File: src/design/minicomputer_subset_instruction_executor_macros.svh
// Assertion macros for the instruction executor.
// Included by modules that carry concurrent assertions.
`ifndef MINICOMPUTER_SUBSET_INSTRUCTION_EXECUTOR_MACROS_SVH
`define MINICOMPUTER_SUBSET_INSTRUCTION_EXECUTOR_MACROS_SVH

// Implication checked on every rising clock edge outside reset.
`define MSIE_ASSERT_IMP(label, clk, rst, ante, cons) \
   label: assert property (@(posedge clk) disable iff (rst) (ante) |-> (cons)) \
      else $error("assertion failed");

// Next-cycle implication checked outside reset.
`define MSIE_ASSERT_NEXT(label, clk, rst, ante, cons) \
   label: assert property (@(posedge clk) disable iff (rst) (ante) |=> (cons)) \
      else $error("assertion failed");

`endif

File: src/design/msie_pkg.sv
// Shared types and constants for the instruction executor.
// No dependencies.
`timescale 1ns / 1ps
package msie_pkg;
   localparam int ADDR_BITS = 16;

   typedef enum logic [2:0] {
      OP_WR_MEM = 3'd0,
      OP_RD_MEM = 3'd1,
      OP_RD_REG = 3'd2,
      OP_WR_REG = 3'd3,
      OP_EXEC   = 3'd4
   } op_type;

   typedef enum logic [1:0] {
      ST_DONE   = 2'd0,
      ST_HALT   = 2'd1,
      ST_BADMOD = 2'd2,
      ST_REFUSE = 2'd3
   } status_type;

   // instruction encodings: opcode fields and the halt word
   localparam logic [3:0]  INS_MOV  = 4'o01;
   localparam logic [3:0]  INS_MOVB = 4'o11;
   localparam logic [3:0]  INS_ADD  = 4'o06;
   localparam logic [9:0]  INS_INC  = 10'o0052;
   localparam logic [9:0]  INS_CLR  = 10'o0050;
   localparam logic [9:0]  INS_CLRB = 10'o1050;
   localparam logic [6:0]  INS_SOB  = 7'o077;
   localparam logic [15:0] W_HALT   = 16'o000000;

   // supported addressing modes
   localparam logic [2:0] MODE_REG     = 3'd0;
   localparam logic [2:0] MODE_DEF     = 3'd1;
   localparam logic [2:0] MODE_AUTOINC = 3'd2;
   localparam logic [2:0] MODE_AUTODEC = 3'd4;

   // shared adder operation
   typedef enum logic [1:0] {
      ALU_ADD = 2'd0,
      ALU_SUB = 2'd1
   } alu_op_type;

   typedef struct packed {
      alu_op_type op;
      logic [15:0] a;
      logic [15:0] b;
   } alu_req_type;

   typedef struct packed {
      logic [15:0] sum;
      logic carry;
   } alu_rsp_type;
endpackage

File: src/design/msie_alu.sv
// Shared 16-bit adder/subtractor used for every address step and sum.
// Depends on msie_pkg.
`timescale 1ns / 1ps
module msie_alu import msie_pkg::*; (
   input  alu_req_type req,
   output alu_rsp_type rsp
);
   logic [16:0] full;
   // add or subtract with 17-bit result
   always_comb begin
      unique case (req.op)
         ALU_SUB: full = {1'b0, req.a} - {1'b0, req.b};
         default: full = {1'b0, req.a} + {1'b0, req.b};
      endcase
      rsp.sum = full[15:0];
      rsp.carry = full[16];
   end
endmodule

File: config.mk
export PLATFORM = sky130hd
export DESIGN_NAME = msie_alu
export DESIGN_NICKNAME = d
export VERILOG_FILES = /design/src/design/minicomputer_subset_instruction_executor_macros.svh /design/src/design/msie_pkg.sv /design/src/design/msie_alu.sv
export SDC_FILE = /design/constraint.sdc
export NUM_CORES = 1
export LEC_CHECK = 0
export BUFFER_PORTS_ARGS = -buffer_cell sky130_fd_sc_hd__buf_2
export CAP_MARGIN = 20
export CORE_ASPECT_RATIO = 1.2
export CORE_MARGIN = 2
export CORE_UTILIZATION = 50
export DETAILED_ROUTE_END_ITERATION = 10
export PLACE_DENSITY = 0.84
export REMOVE_ABC_BUFFERS = 1
export SYNTH_ARGS = -nofsm -noshare
export SYNTH_HDL_FRONTEND = slang
export SYNTH_SLANG_ARGS = --single-unit
File: constraint.sdc
create_clock -name vclk -period 7.4
set_input_delay 0.37 -clock vclk [all_inputs]
set_output_delay 0.37 -clock vclk [all_outputs]
set_load 0.02 [all_outputs]
# After elaboration in Yosys (flattened, before gate mapping)
# Index checks and enable logic that the tools add are counted.
# totals
inputBits	34
regBits	0
out_inout_bits	17
latch_bits	0
mem_bits_rw	0
mem_count	0
rom_bits	0
word_cells	4
# classes
add_sub_neg	2
muxes	1
n_mul	0
n_eq_ne	1
shift	0
magnitude_cmp	0
div_mod_pow	0
bitwise	0
reduce_logical	0
# ops
operator	n
adder 16 x 16 -> 17 bit	1
two-way mux 17 bit	1
subtractor 16 x 16 -> 17 bit	1
equality test 2 x 1 -> 1 bit, second input constant	1

# Logic depth before layout (Yosys ltp)
# logic_depth
ltp_word	2
ltp_mapped	13
ltp_nobuf	13

# Worst setup path after synthesis
# OpenSTA, ideal clock, no wires.
# synth_path
path_kind	input port to output port
startpoint	input req[0] (netlist bit)
endpoint	output rsp[16] (netlist bit)
setup_slack_ns	4.190
t_arrival_ns	2.840
required_time_ns	7.030
n_path_buf	0
cell_stages	12
path_cell_list	inv_1 > ha_1 > or2b_2 > nor4_4 > nand2_2 > o21ai_0 > xor2_1 > ha_1 > a21oi_1 > o31ai_1 > a22o_1 > a211oi_1
# synth_lines
element	line	source
from (decl)	msie_alu.sv:5	input alu_req_type req,
to (decl)	msie_alu.sv:6	output alu_rsp_type rsp

==> flow_summary.ini <==
[drt]
met3_length_um = 121
routed.top_layer = met4
drc = 0
wl_met1_um = 1190
vias = 1326
wirelength_um = 2750
viasPerCell = 5.57
drtIter0Drc = 19
routedWlPerCell_um = 11.6
firstDrtPassIters = 5
postRouteAntennaNets = 0
wl_met2_um = 1430

[final_layout]
drive_gt1_frac = 0.285
nClkBuffers = 0
multi_input_area_mm2 = 0.00110
final_core_util = 0.639
insertedDiodeCount = 0
seq_area_um2 = 0
area_growth_syn_to_layout_pct = 24.7
nFillCells = 244
seq_cells = 0
final_nets = 261

[power_and_ir_drop]
pwr-share-seq = 0
p_total_w = 0.000203
p_comb_frac = 1.000
ir_drop_mv = 0.0873
power_switching_w = 0.000120
cellPowerDensity_mw_per_mm2 = 142
sw_frac_of_total = 0.594
p_leak_nw = 0.722
clkPwrFrac = 0
intPower_w = 0.0000823

[clocking]
cts_resized = 0
cts_hold_buf = 0
cts_setup_buffers = 0

[worst_hold_path]
min-delay-start = req[0]
hold_class = input pin to primary output

[sta]
setup-tns-final_ns = 0
finalHoldViolations = 0
rsz0062_at_grt = false
worst_pin_slew_ns = 0.493
fmax_mhz = 294
timing.final.crit_period_ns = 3.40
period_share = 0.459
drv_slew = 0
finalSetupViolCount = 0
slew_headroom = 0.671

[setup_path]
crit_arrival_ns = 3.03
cp.required_ns = 7.03
end_kind = primary output
critPathLaunch = req[0]
crit_type = input pin to primary output
endpoint = rsp[14]
cp-start-kind = input pin
path_max_fanout = 6

[placed_design]
gp_congestion = 0.885
hpwl_um = 2440
port_buffers = 51

[logic_synthesis]
synth_cell_types = 42
ys_warn_count = 0
syn_area_mm2 = 0.00115
avgSynthCellArea_um2 = 7.21
seq_area_frac_synth = 0
syn_inst = 159

[floorplan]
dieArea_mm2 = 0.00269
initial_core_util = 0.513
row_count = 19
io_pins = 51
die-height_um = 56.4
placeableCoreArea_mm2 = 0.00223
die_width_um = 47.7

[flow_run]
maxCapViolCount = 0

[outcome]
status = completed

[global_routing]
grt_overflow = 0
grt_pass1_wl_um = 4350
grt_pass1_vias = 1156
antenna_found_initial = 0
grt.total_usage = 0.203
grt_max_degree = 9
cells by family (layout without fill, tap and decap cells):
logic type / Yosys count / in the layout / synth area share
AO/OA/AOI/OAI: 60 / 60 / 0.353
buffers and inverters: 12 / 60 / 0.0393
XOR/XNOR: 27 / 27 / 0.206
adder cells (fa/ha/maj): 18 / 18 / 0.203
multiplexers: 1 / 1 / 0.00873
AND/OR/NAND/NOR: 41 / 41 / 0.190
worst min path at each step:
| stage | to | slack, ns | cells past startpoint |
|---|---|---|---|
| after floorplan | rsp[1] | 0.93 | 2 |
| after global placement | rsp[1] | 1.14 | 4 |
| after detailed placement | rsp[1] | 1.14 | 4 |
| after CTS | rsp[1] | 1.14 | 4 |
| after global routing | rsp[1] | 1.16 | 4 |
| final | rsp[1] | 1.14 | 4 |
cell type report:
cell class,count,share of cell area
inverters,9,0.0236
multi-input cells,147,0.771
well taps,31,0.0271
repair buffers,51,0.179
worst max-delay path, stage by stage:
cell and delay, ns:
buf_2 0.11, inv_1 0.05, ha_1 0.14, or2b_2 0.33, nor4_4 0.20, a21oi_1 0.13
xnor2_1 0.23, ha_1 0.34, a21oi_1 0.14, o21ai_0 0.11, a21o_1 0.20, a221o_1 0.29
a211o_1 0.22, buf_2 0.15
cell usage after synthesis, types with 2 or more instances:
| cell | instances | area share |
|---|---|---|
| xnor2_1 | 17 | 0.13 |
| a211oi_1 | 2 | 0.013 |
| a31oi_1 | 2 | 0.011 |
| nand2b_1 | 2 | 0.011 |
| xor2_1 | 10 | 0.076 |
| nor2_1 | 12 | 0.039 |
| and3_1 | 2 | 0.011 |
| nor3_1 | 5 | 0.022 |
| a21o_1 | 7 | 0.046 |
| o31ai_1 | 2 | 0.013 |
| nand2_1 | 10 | 0.033 |
| o21ai_0 | 12 | 0.052 |
| o211ai_1 | 2 | 0.013 |
| a21oi_1 | 15 | 0.066 |
| ha_1 | 17 | 0.19 |
| nor2b_1 | 3 | 0.016 |
| clkbuf_1 | 3 | 0.0098 |
| inv_1 | 9 | 0.029 |
| o21a_1 | 4 | 0.026 |
power groups by stage:
| stage | registers [W] | clock network, W | logic [W] |
|---|---|---|---|
| final | 0 | 0 | 0.000203 |
| after global routing | 0 | 0 | 0.000222 |
| after floorplan | 0 | 0 | 0.000146 |
| after CTS | 0 | 0 | 0.000203 |
| after global placement | 0 | 0 | 0.000200 |
| after detailed placement | 0 | 0 | 0.000202 |
metrics by stage:
| stage | hold WS [ns] | instances | area (um2) | worst slack [ns] |
|---|---|---|---|---|
| floorplan | 0.931 | 156 | 1130 | 4.19 |
| global placement | 1.14 | 238 | 1430 | 4.03 |
| CTS | 1.14 | 238 | 1430 | 4.00 |
| detailed placement | 1.14 | 238 | 1430 | 4.00 |
| finish | 1.14 | 238 | 1430 | 4.00 |
| global route | 1.16 | 238 | 1430 | 3.83 |
cells in the final DEF, fill, tap and decap left out, types with 3 or more instances in the layout:
cell type	count
buf_2	51
xnor2_1	17
ha_1	17
a21oi_1	15
o21ai_0	12
nor2_1	12
xor2_1	10
nand2_1	10
inv_1	9
a21o_1	7
nor3_1	5
o21a_1	4
nor2b_1	3
metal layers:
layer,GRT usage,up-vias
li1,-,688
met1,0.267,596
met2,0.358,38
met3,0.0161,4
met4,0.0193,0
met5,0,-
Note: power is estimated with default switching activity, not from simulation.
